--- src/hdl/stwm_pkg.sv ---
package stwm_pkg;

  localparam int SIDE    = 7;
  localparam int HALF    = SIDE / 2;
  localparam int NSLOTS  = SIDE * SIDE;
  localparam int COORD_W = 20;
  localparam int SLOT_W  = 6;
  localparam int IDX_W   = $clog2(NSLOTS);
  localparam int CNT_W   = $clog2(NSLOTS + 1);
  localparam int OFS_W   = $clog2(SIDE);
  localparam int OV_W    = $clog2(SIDE + 1);

  localparam logic [COORD_W-1:0] COORD_MAX = '1;
  localparam logic [COORD_W-1:0] HALF_C    = COORD_W'(HALF);

  typedef enum logic {
    FUNC_MOVE   = 1'b0,
    FUNC_LOOKUP = 1'b1
  } func_e;

  typedef enum logic {
    KIND_MOVE   = 1'b0,
    KIND_LOOKUP = 1'b1
  } kind_e;

  typedef struct packed {
    func_e              func;
    logic [COORD_W-1:0] tile_col;
    logic [COORD_W-1:0] tile_row;
  } req_word_t;

  typedef struct packed {
    kind_e              kind;
    logic [SLOT_W-1:0]  slot;
    logic [COORD_W-1:0] new_col;
    logic [COORD_W-1:0] new_row;
    logic               found;
    logic               last;
  } rsp_word_t;

endpackage

--- src/hdl/stwm_ram.sv ---
module stwm_ram #(
  parameter int WIDTH = 8,
  parameter int DEPTH = 16
) (
  input  logic                     clk,
  input  logic                     we,
  input  logic [$clog2(DEPTH)-1:0] waddr,
  input  logic [WIDTH-1:0]         wdata,
  input  logic [$clog2(DEPTH)-1:0] raddr,
  output logic [WIDTH-1:0]         rdata
);

  logic [WIDTH-1:0] mem [DEPTH];

  always_ff @(posedge clk) begin
    if (we) begin
      mem[waddr] <= wdata;
    end
    rdata <= mem[raddr];
  end

endmodule

--- src/hdl/stwm_out.sv ---
module stwm_out (
  input  logic              clk,
  input  logic              rst,
  input  logic              load,
  input  stwm_pkg::rsp_word_t word,
  output logic              free,
  output logic              rsp_valid,
  input  logic              rsp_ready,
  output stwm_pkg::rsp_word_t rsp
);

  import stwm_pkg::*;

  assign free = !rsp_valid || rsp_ready;

  always_ff @(posedge clk) begin
    if (rst) begin
      rsp_valid <= 1'b0;
    end else if (load) begin
      rsp_valid <= 1'b1;
    end else if (rsp_ready) begin
      rsp_valid <= 1'b0;
    end
  end

  always_ff @(posedge clk) begin
    if (load) begin
      rsp <= word;
    end
  end

endmodule

--- src/hdl/sliding_tile_window_manager.sv ---
// Channel | Direction | Handshake            | Word
// req     | in        | req_valid/req_ready  | req_word_t: func, tile_col, tile_row
// rsp     | out       | rsp_valid/rsp_ready  | rsp_word_t: kind, slot, new_col, new_row,
//         |           |                      |   found, last
// One word at a time. A lookup walks the slot RAM, one slot a cycle, until a hit or the last slot.
// A move walks the slot RAM once, freeing every slot not held inside the new window, then
// walks the new window: a position already held is skipped, one that is assigned takes a slot.
// An ignored move gives no rsp word. Each RAM has a single read port.
// Reset clears all slots through per-slot valid bits at once; no clearing pass.
// A stalled rsp holds the sequencer; req is taken again once the sequencer is idle.
module sliding_tile_window_manager (
  input  logic                clk,
  input  logic                rst,
  input  logic                req_valid,
  output logic                req_ready,
  input  stwm_pkg::req_word_t req,
  output logic                rsp_valid,
  input  logic                rsp_ready,
  output stwm_pkg::rsp_word_t rsp
);

  import stwm_pkg::*;

  typedef enum logic [2:0] {
    S_IDLE,
    S_SCAN,
    S_POS,
    S_EMIT,
    S_LOOK,
    S_LRES
  } state_t;

  state_t             state;
  logic [COORD_W-1:0] x0, y0;
  logic [COORD_W-1:0] cen_col, cen_row;
  logic               cen_vld;
  logic [NSLOTS-1:0]  vld;
  logic [CNT_W-1:0]   cnt;
  logic               chk_vld;
  logic [IDX_W-1:0]   chk_idx;
  logic [CNT_W-1:0]   nfree, take;
  logic [OFS_W-1:0]   dx, dy, dx_next, dy_next;
  logic [OV_W-1:0]    ox, oy;
  logic               found_r;
  logic [IDX_W-1:0]   fslot;

  logic [2*COORD_W-1:0] slot_rdata;
  logic [COORD_W-1:0]   sc, sr;
  logic [IDX_W-1:0]     fr_rdata;
  logic                 slot_we, free_we;
  logic [COORD_W-1:0]   wlo_x, whi_x, wlo_y, whi_y, px, py;
  logic                 keep, hit, old_in, fresh, pos_end, is_last;
  logic [CNT_W-1:0]     ovl, n_new, n_tot;
  logic                 out_free, load;
  rsp_word_t            word;
  logic [COORD_W-1:0]   dcol, drow;
  logic [OV_W-1:0]      ox_next, oy_next;
  logic                 ignore;

  stwm_ram #(.WIDTH(2 * COORD_W), .DEPTH(NSLOTS)) u_slot_ram (
    .clk   (clk),
    .we    (slot_we),
    .waddr (fr_rdata),
    .wdata ({px, py}),
    .raddr (cnt[IDX_W-1:0]),
    .rdata (slot_rdata)
  );

  stwm_ram #(.WIDTH(IDX_W), .DEPTH(NSLOTS)) u_free_ram (
    .clk   (clk),
    .we    (free_we),
    .waddr (nfree[IDX_W-1:0]),
    .wdata (chk_idx),
    .raddr (take[IDX_W-1:0]),
    .rdata (fr_rdata)
  );

  stwm_out u_out (
    .clk       (clk),
    .rst       (rst),
    .load      (load),
    .word      (word),
    .free      (out_free),
    .rsp_valid (rsp_valid),
    .rsp_ready (rsp_ready),
    .rsp       (rsp)
  );

  assign req_ready = (state == S_IDLE);

  assign sc    = slot_rdata[2*COORD_W-1:COORD_W];
  assign sr    = slot_rdata[COORD_W-1:0];
  assign wlo_x = x0 - HALF_C;
  assign whi_x = x0 + HALF_C;
  assign wlo_y = y0 - HALF_C;
  assign whi_y = y0 + HALF_C;
  assign keep  = vld[chk_idx] && sc >= wlo_x && sc <= whi_x && sr >= wlo_y && sr <= whi_y;
  assign hit   = vld[chk_idx] && sc == x0 && sr == y0;

  assign px      = wlo_x + COORD_W'(dx);
  assign py      = wlo_y + COORD_W'(dy);
  assign old_in  = cen_vld && px >= cen_col - HALF_C && px <= cen_col + HALF_C
                   && py >= cen_row - HALF_C && py <= cen_row + HALF_C;
  assign fresh   = !old_in && take < nfree;
  assign pos_end = dx == OFS_W'(SIDE - 1) && dy == OFS_W'(SIDE - 1);

  assign ovl     = CNT_W'(ox) * CNT_W'(oy);
  assign n_new   = CNT_W'(NSLOTS) - ovl;
  assign n_tot   = (nfree < n_new) ? nfree : n_new;
  assign is_last = CNT_W'(take + CNT_W'(1)) == n_tot;

  assign slot_we = (state == S_EMIT) && out_free;
  assign free_we = (state == S_SCAN) && chk_vld && !keep;
  assign load    = ((state == S_EMIT) || (state == S_LRES)) && out_free;

  always_comb begin
    if (dy == OFS_W'(SIDE - 1)) begin
      dy_next = '0;
      dx_next = dx + OFS_W'(1);
    end else begin
      dy_next = dy + OFS_W'(1);
      dx_next = dx;
    end
  end

  always_comb begin
    if (state == S_LRES) begin
      word.kind    = KIND_LOOKUP;
      word.slot    = SLOT_W'(fslot);
      word.new_col = x0;
      word.new_row = y0;
      word.found   = found_r;
      word.last    = 1'b1;
    end else begin
      word.kind    = KIND_MOVE;
      word.slot    = SLOT_W'(fr_rdata);
      word.new_col = px;
      word.new_row = py;
      word.found   = 1'b0;
      word.last    = is_last;
    end
  end

  // overlap of the old and new window along each axis, and whether the move is ignored
  always_comb begin
    dcol    = (req.tile_col >= cen_col) ? req.tile_col - cen_col : cen_col - req.tile_col;
    drow    = (req.tile_row >= cen_row) ? req.tile_row - cen_row : cen_row - req.tile_row;
    ox_next = (cen_vld && dcol < COORD_W'(SIDE)) ? OV_W'(COORD_W'(SIDE) - dcol) : '0;
    oy_next = (cen_vld && drow < COORD_W'(SIDE)) ? OV_W'(COORD_W'(SIDE) - drow) : '0;
    ignore  = req.tile_col <= HALF_C || req.tile_row <= HALF_C
              || req.tile_col > COORD_MAX - HALF_C || req.tile_row > COORD_MAX - HALF_C
              || (cen_vld && req.tile_col == cen_col && req.tile_row == cen_row);
  end

  always_ff @(posedge clk) begin
    if (rst) begin
      state   <= S_IDLE;
      vld     <= '0;
      cen_col <= '0;
      cen_row <= '0;
      cen_vld <= 1'b0;
      chk_vld <= 1'b0;
      nfree   <= '0;
      take    <= '0;
    end else begin
      if (state == S_SCAN || state == S_LOOK) begin
        if (cnt < CNT_W'(NSLOTS)) begin
          cnt <= cnt + CNT_W'(1);
        end
        chk_vld <= cnt < CNT_W'(NSLOTS);
        chk_idx <= cnt[IDX_W-1:0];
      end
      unique case (state)
        S_IDLE: begin
          if (req_valid) begin
            x0      <= req.tile_col;
            y0      <= req.tile_row;
            cnt     <= '0;
            chk_vld <= 1'b0;
            nfree   <= '0;
            take    <= '0;
            dx      <= '0;
            dy      <= '0;
            ox      <= ox_next;
            oy      <= oy_next;
            if (req.func == FUNC_LOOKUP) begin
              state <= S_LOOK;
            end else if (!ignore) begin
              state <= S_SCAN;
            end
          end
        end
        S_SCAN: begin
          if (free_we) begin
            nfree <= nfree + CNT_W'(1);
          end
          if (chk_vld && chk_idx == IDX_W'(NSLOTS - 1)) begin
            state <= S_POS;
          end
        end
        S_POS: begin
          if (fresh) begin
            state <= S_EMIT;
          end else if (pos_end) begin
            cen_col <= x0;
            cen_row <= y0;
            cen_vld <= 1'b1;
            state   <= S_IDLE;
          end else begin
            dx <= dx_next;
            dy <= dy_next;
          end
        end
        S_EMIT: begin
          if (out_free) begin
            vld[fr_rdata] <= 1'b1;
            take          <= take + CNT_W'(1);
            if (pos_end) begin
              cen_col <= x0;
              cen_row <= y0;
              cen_vld <= 1'b1;
              state   <= S_IDLE;
            end else begin
              dx    <= dx_next;
              dy    <= dy_next;
              state <= S_POS;
            end
          end
        end
        S_LOOK: begin
          if (chk_vld && (hit || chk_idx == IDX_W'(NSLOTS - 1))) begin
            found_r <= hit;
            fslot   <= hit ? chk_idx : '0;
            state   <= S_LRES;
          end
        end
        S_LRES: begin
          if (out_free) begin
            state <= S_IDLE;
          end
        end
        default: state <= S_IDLE;
      endcase
    end
  end

  a_take_bound: assert property (@(posedge clk) disable iff (rst)
    slot_we |-> take < nfree)
    else $error("slot assigned beyond the freed list");

  a_nfree_bound: assert property (@(posedge clk) disable iff (rst)
    nfree <= CNT_W'(NSLOTS))
    else $error("freed count exceeds slot count");

  a_free_idx: assert property (@(posedge clk) disable iff (rst)
    slot_we |-> fr_rdata < IDX_W'(NSLOTS))
    else $error("freed slot index out of range");

  a_found_valid: assert property (@(posedge clk) disable iff (rst)
    (state == S_LRES) && found_r |-> vld[fslot])
    else $error("lookup hit on an unassigned slot");

  a_center_set: assert property (@(posedge clk) disable iff (rst)
    (state == S_POS || state == S_EMIT) ##1 (state == S_IDLE) |-> cen_vld)
    else $error("move finished without a valid centre");

endmodule
--- config.mk ---
export PLATFORM = sky130hd
export DESIGN_NAME = sliding_tile_window_manager
export DESIGN_NICKNAME = d
export VERILOG_FILES = /design/src/hdl/stwm_pkg.sv /design/src/hdl/stwm_ram.sv /design/src/hdl/stwm_out.sv /design/src/hdl/sliding_tile_window_manager.sv
export SDC_FILE = /design/constraint.sdc
export NUM_CORES = 2
export LEC_CHECK = 0
export BUFFER_PORTS_ARGS = -buffer_cell sky130_fd_sc_hd__buf_2
export CAP_MARGIN = 20
export CORE_MARGIN = 2
export CORE_UTILIZATION = 57
export DETAILED_ROUTE_END_ITERATION = 7
export PLACE_DENSITY = 0.85
export SYNTH_ARGS = -nofsm -noshare
export SYNTH_HDL_FRONTEND = slang
export SYNTH_HIERARCHICAL = 1
export SYNTH_SLANG_ARGS = --single-unit
--- constraint.sdc ---
create_clock -name clk -period 7.85 [get_ports clk]
set_input_delay 1.57 -clock clk [delete_from_list [all_inputs] [get_ports clk]]
set_output_delay 1.57 -clock clk [all_outputs]
set_load 0.01 [all_outputs]
## Yosys cells after proc, flatten, opt, wreduce, memory -nomap -nowiden

Memories as Yosys holds them, arrays and structs flattened. A register that Yosys moved wholly into a read port is not among the register bits.
Cells that the tools add are included.

- $lt $le $gt $ge: 22
- $add $sub $neg: 22
- Equal/unequal tests: 22
- Reductions and logical operators: 49
- Shifts and indexed selects: 0
- Multipliers: 1
- Muxes and demuxes: 60
- Bitwise logic cells: 2
- Div/mod/pow operators: 0

Operators by type and width:

| kind | number |
|---|---|
| two-way mux 20 bit | 8 |
| >= comparator 20 bit | 6 |
| adder 20 x 2 -> 20 bit, second input constant | 4 |
| == test 20 bit | 4 |
| less-or-equal comparator 20 bit | 4 |
| case mux 20 bit (2 select lines) | 2 |
| subtractor 20 x 2 -> 20 bit, second input constant | 4 |
| subtractor 20 bit | 4 |
| two-way mux 3 bit | 18 |
| two-way mux 49 bit | 1 |
| OR 49 bit | 1 |
| two-way mux 6 bit | 8 |
| adder 20 x 3 -> 20 bit | 2 |
| greater-than comparator 20 bit, second input constant | 2 |
| less-or-equal comparator 20 x 2 -> 1 bit, second input constant | 2 |
| < comparator 20 x 3 -> 1 bit, second input constant | 2 |
| case mux 6 bit (2 select lines) | 2 |
| logical AND 1 bit | 23 |
| adder 6 x 1 -> 6 bit, second input constant | 3 |
| case mux 3 bit (3 select lines) | 2 |
| case mux 3 bit (6 select lines) | 1 |
| AND reduction 3 bit | 5 |
| < comparator 6 x 7 -> 1 bit, second input constant | 2 |
| two-way mux 1 bit | 14 |
| 28 further kinds | 54 |

- Register bits after elaboration: 227
- Logic and storage cells: 205
- ROM bits: 0
- Latch bits: 0
- Memories kept: 2
- Input port bits: 45
- RAM bits: 2254
- Output and inout port bits: 51

Memory list:

| memory | depth | width | rd ports | clocked after Yosys merged registers in | write ports | line | RTL |
|---|---|---|---|---|---|---|---|
| u_slot_ram.mem | 49 | 40 | 1 | 1 | 1 | stwm_ram.sv:13 | `logic [WIDTH-1:0] mem [DEPTH];` |
| u_free_ram.mem | 49 | 6 | 1 | 1 | 1 | stwm_ram.sv:13 |  |

## Longest topological paths before layout

- Word-level depth: 11
- Mapped depth: 23
- Gate-level depth less buffers: 21

## Modules after synthesis

Netlist, hierarchy kept.

Modules (own cells, without submodules):

| module | times used | area each (um2) | sequential area each (um2) | cells each |
|---|---|---|---|---|
| stwm_ram at u_slot_ram | 1 | 75239.7 | 59657.2 | 3328 |
| sliding_tile_window_manager | 1 | 20343.3 | 4254.1 | 2579 |
| stwm_ram at u_free_ram | 1 | 11732.5 | 8948.6 | 562 |
| stwm_out | 1 | 1517.7 | 1491.4 | 53 |

## Worst setup path before layout

OpenSTA, ideal clock, no wires.

- Path kind: register -> register
- Start: reg x0[6]
- End: reg cen_row[9]
- Required time: 7.722 ns
- Setup time: 0.128 ns
- Arrival time: 7.176 ns
- Cell stages (with the launch flop): 22
- Buffers on the path: 3
- Clock period less this slack: 7.304 ns
- Setup slack: 0.546 ns
- Cells stage by stage: edfxtp_1 -> buf_6 -> or4_4 -> or4_4 -> or3_1 -> buf_2 -> nor4_4 -> xnor2_1 -> nor3_2 -> or3b_1 -> xor2_1 -> ha_1 -> nand4_1 -> or4_1 -> a21oi_1 -> or4b_2 -> a32oi_1 -> nand4_1 -> a311oi_1 -> clkbuf_1 -> mux2i_1 -> nor2_1

- Longest elaborated chain between the ends: 11
- Elaborated cells between the ends (all ways): 12
- Classes of those cells: add/sub: 2; order compare: 2; eq/ne: 1; reduce/logical: 7

RTL lines:

| element | line | RTL |
|---|---|---|
| start: declaration | sliding_tile_window_manager.sv:34 | `logic [COORD_W-1:0] x0, y0;` |
| start signal: assignment | sliding_tile_window_manager.sv:176 | `x0 <= req.tile_col;` |
| subtractor 20 x 2 -> 20 bit * | sliding_tile_window_manager.sv:93 | `assign wlo_x = x0 - HALF_C;` |
| adder 20 x 3 -> 20 bit * | sliding_tile_window_manager.sv:100 | `assign px = wlo_x + COORD_W'(dx);` |
| net px[18] | sliding_tile_window_manager.sv:51 | `logic [COORD_W-1:0] wlo_x, whi_x, wlo_y, whi_y, px, py;` |
| >= comparator 20 bit | sliding_tile_window_manager.sv:102 | `assign old_in = cen_vld && px >= cen_col - HALF_C && px <= cen_col + HALF_C` |
| logical AND 1 bit | sliding_tile_window_manager.sv:102 |  |
| logical AND 1 bit * | sliding_tile_window_manager.sv:102 |  |
| logical AND 1 bit * (2 in a row) | sliding_tile_window_manager.sv:103 | `&& py >= cen_row - HALF_C && py <= cen_row + HALF_C;` |
| zero test 1 bit * | sliding_tile_window_manager.sv:104 | `assign fresh = !old_in && take < nfree;` |
| logical AND 1 bit * | sliding_tile_window_manager.sv:104 |  |
| inequality test 2 bit (no line) * | - |  |
| AND reduction 3 bit (no line) * | - |  |
| end signal: assignment | sliding_tile_window_manager.sv:206 | `cen_row <= y0;` |
| end signal: assignment | sliding_tile_window_manager.sv:220 | `cen_row <= y0;` |
| end: declaration | sliding_tile_window_manager.sv:35 | `logic [COORD_W-1:0] cen_col, cen_row;` |

The timed path passes the listed nets; every way through them passes the cells marked *.
A chain may end at the register's enable or synchronous reset.

## Worst setup path in the final report

- Start: reg x0[2]
- End: mem u_free_ram/mem[48][2] (netlist bit) (enable)

- Longest elaborated chain between the ends: 10
- Elaborated cells between the ends (all ways): 12
- Classes of those cells: add/sub: 2; order compare: 2; mux: 2; reduce/logical: 6

RTL lines:

| element | line | RTL |
|---|---|---|
| subtractor 20 x 2 -> 20 bit | sliding_tile_window_manager.sv:93 |  |
| >= comparator 20 bit | sliding_tile_window_manager.sv:97 | `assign keep = vld[chk_idx] && sc >= wlo_x && sc <= whi_x && sr >= wlo_y && sr <= whi_y;` |
| logical AND 1 bit | sliding_tile_window_manager.sv:97 |  |
| logical AND 1 bit * (3 in a row) | sliding_tile_window_manager.sv:97 |  |
| zero test 1 bit * | sliding_tile_window_manager.sv:113 | `assign free_we = (state == S_SCAN) && chk_vld && !keep;` |
| logical AND 1 bit * | sliding_tile_window_manager.sv:113 |  |
| net free_we | sliding_tile_window_manager.sv:50 | `logic slot_we, free_we;` |
| two-way mux 1 bit * | stwm_ram.sv:16 | `if (we) begin` |
| two-way mux 1 bit (implied by the code) * | stwm_ram.sv:17 | `mem[waddr] <= wdata;` |
| end: declaration | stwm_ram.sv:13 |  |

Marked as above.

==> flow_summary.yaml <==
outcome:
  status: "completed"
global_routing:
  overflow: 0
  grt_first_pass_wirelength_um: 467000
  grt_max_degree: 120
  grt_pass1_vias: 65700
  antenna_found_initial: 9
  track_usage: 0.336
final_layout:
  drive_gt1_frac: 0.194
  final_nets: 6992
  finish.utilization: 0.637
  fill_cells: 12000
  area_delta_synth_final_pct: 11.2
clock_tree:
  root_buffer: "clkbuf_16"
  cts.sinks: 2527
  cts_buffers: 232
  hold_buffers: 0
  clk_latency_ps: 930
  clk_pin_slew_worst_paths_ps: 70
  cts_tree: "done"
  clockBufferDepth: 3
  htreeDepth: 4
  cts_setup_buffers: 0
  post_cts_resize_count: 0
detailed_routing:
  drc: 0
  drt_wl_total_um: 331000
  met1Wirelength_um: 109000
  vias: 67200
  wire_per_inst_um: 35.3
  dr_wl_met2_um: 156000
  drtIter0Drc: 11200
  firstDrtPassIters: 8
  ant_nets: 0
  vias_per_cell: 7.16
  wl_met3_um: 45200
  highest_layer: "met5"
floorplan:
  die_area_mm2: 0.194
  rows: 160
  core_area_mm2: 0.190
  die_x_um: 441
  start_util: 0.573
  die_y_um: 441
  io_pins: 96
power:
  vdd_drop_max_uv: 361
  switching_share: 0.308
  p_comb_frac: 0.245
  cellPowerDensity_mw_per_mm2: 305
  p_sw_mw: 11.4
  seq_power_share: 0.439
  clkPwrFrac: 0.317
  p_int_mw: 25.6
  leakagePower_nw: 39.2
timing:
  grt_setup_unrepaired: "no"
  setup-violations-final: 0
  timing.hold.ws_ps: 475
  fin_crit_sh: 0.979
  clock.fmax_mhz: 130
  tns_ps: 0
  hold_violations: 0
  worstMarginPinSlew_ps: 1240
  final_max_slew_viol_count: 0
  slew_headroom: 0.171
  timing.final.crit_period_ps: 7680
  clock_skew_ps: 75.3
yosys:
  ys_seq_elements: 2527
  ys_top_cells_by_count: "edfxtp_1, mux4_2, nand2_1"
  synth_most_common_cell: "edfxtp_1"
  yosysTopAreaCellShare: 0.655
  yosys_most_used_dff: "edfxtp_1"
  synth_cells: 6522
  synth_largest_area_cell: "edfxtp_1"
  async_flop_share: 0
  synth-edff-count: 2374
  yosysSeqAreaShare: 0.683
  syn_area_per_cell_um2: 16.7
  yosys-top-cells-area: "edfxtp_1, mux4_2, ha_1, dfxtp_1, mux2i_1"
  synth_nets: 6847
  syn_area_mm2: 0.109
  ys_types: 93
  yosysWarnings: 6
worst_setup_path:
  cp.required_ps: 8370
  path_max_fanout: 13
  arrival_ps: 8210
  path_class: "reg -> reg"
  cp-end-kind: "flop"
  start_kind: "flop"
place:
  port-buffer-count: 95
  dp_hpwl_um: 188000
  globalplace.congestion: 0.963
job:
  drv_cap: 0
min_path:
  worstHoldPathType: "reg -> reg"
==> final timing paths <==
path / from / endpoint / slack, ps / cells after the start
hold reg to reg: vld[38] / vld[38] / 480 / 2
setup reg to reg: x0[2] / u_free_ram/mem[48][2] / 170 / 17
hold / removal: vld[38] / vld[38] / 480 / 2
setup / recovery: x0[2] / u_free_ram/mem[48][2] / 170 / 17
==> power by group through the flow <==
stage	clock network [mW]	registers, mW	logic [mW]
2_1_floorplan	0	16.3	5.77
3_3_place_gp	0	16.5	8.20
3_5_place_dp	0	16.5	8.47
4_1_cts	11.7	16.2	8.76
5_1_grt	12.1	16.2	9.38
6_report	11.7	16.2	9.04
==> registers in the layout, indices dropped and copies added (netlist names), 20 cells and up <==
name	count
u_slot_ram/mem	1960
u_free_ram/mem	294
u_out/rsp	49
vld	49
u_slot_ram/rdata	40
cen_col	20
cen_row	20
x0	20
y0	20
==> cells by family (layout without fill, tap and decap cells) <==
| logic type | after synthesis | count (layout) | synth area share |
|---|---|---|---|
| other cells | 0 | 7 | 0 |
| buf+inv | 512 | 863 | 0.0210 |
| fa+ha+maj | 280 | 280 | 0.0327 |
| xor+xnor | 264 | 264 | 0.0212 |
| compound gates | 939 | 939 | 0.0579 |
| flops | 2527 | 2527 | 0.683 |
| mux | 732 | 732 | 0.128 |
| simple gates | 1268 | 1268 | 0.0564 |
==> cells in the final DEF (no fill, tap or decap), types with 80 or more instances in the layout <==
cell,netlist,layout
nor3_1,89,89
a21oi_1,255,253
nand4_1,80,80
nor2_1,349,295
mux4_2,501,501
xnor2_1,156,138
nand3_1,95,94
mux2i_1,143,143
ha_1,272,272
buf_4,23,145
xor2_1,108,93
inv_1,159,159
edfxtp_1,2374,2374
nand2_1,356,356
o21ai_0,99,99
clkbuf_16,0,234
dfxtp_1,153,150
buf_2,92,94
a22oi_1,147,147
==> worst max-delay path, stage by stage (launching register included) <==
cell and delay, ps:
edfxtp_1 590, a2111oi_0 890, nand2b_1 400, or3_1 540
nor3b_1 270, xnor2_1 310, ha_1 350, a21oi_1 150
o21ai_0 180, or3_1 360, a211oi_1 610, a211oi_1 100
o2111ai_1 380, nand2_1 290, inv_1 310, nor2b_1 390
nand2_1 420, nor3_1 740
==> metrics by stage <==
| stage | setup slack (ps) | total power, mW | instance area, µm² | std cells |
|---|---|---|---|---|
| 4_1_cts | 468 | 36.6 | 121000 | 9377 |
| 5_1_grt | 19.7 | 37.7 | 121000 | 9385 |
| 3_5_place_dp | 682 | 24.9 | 113000 | 8937 |
| 3_3_place_gp | 931 | 24.7 | 113000 | 8933 |
| 6_report | 166 | 36.9 | 121000 | 9391 |
| 2_1_floorplan | 546 | 22.1 | 109000 | 6522 |
==> layout make-up <==
type,instances,area (µm²),share of cell area
Antenna cell,7,17.5,0.000145
Clock buffer,285,6170,0.0509
Timing Repair Buffer,260,2000,0.0165
Sequential cell,2527,74400,0.614
Multi-Input combinational cell,3483,33100,0.273
Clock inverter,155,1670,0.0138
Tap cell,2511,3140,0.0259
Inverter,163,612,0.00505
==> routing by layer <==
layer / track usage / vias to the layer above
li1: - / 26300
met1: 0.434 / 33500
met2: 0.527 / 6116
met3: 0.0859 / 1334
met4: 0.185 / 12
met5: 0 / -
Power figures use the tool's default switching activity.
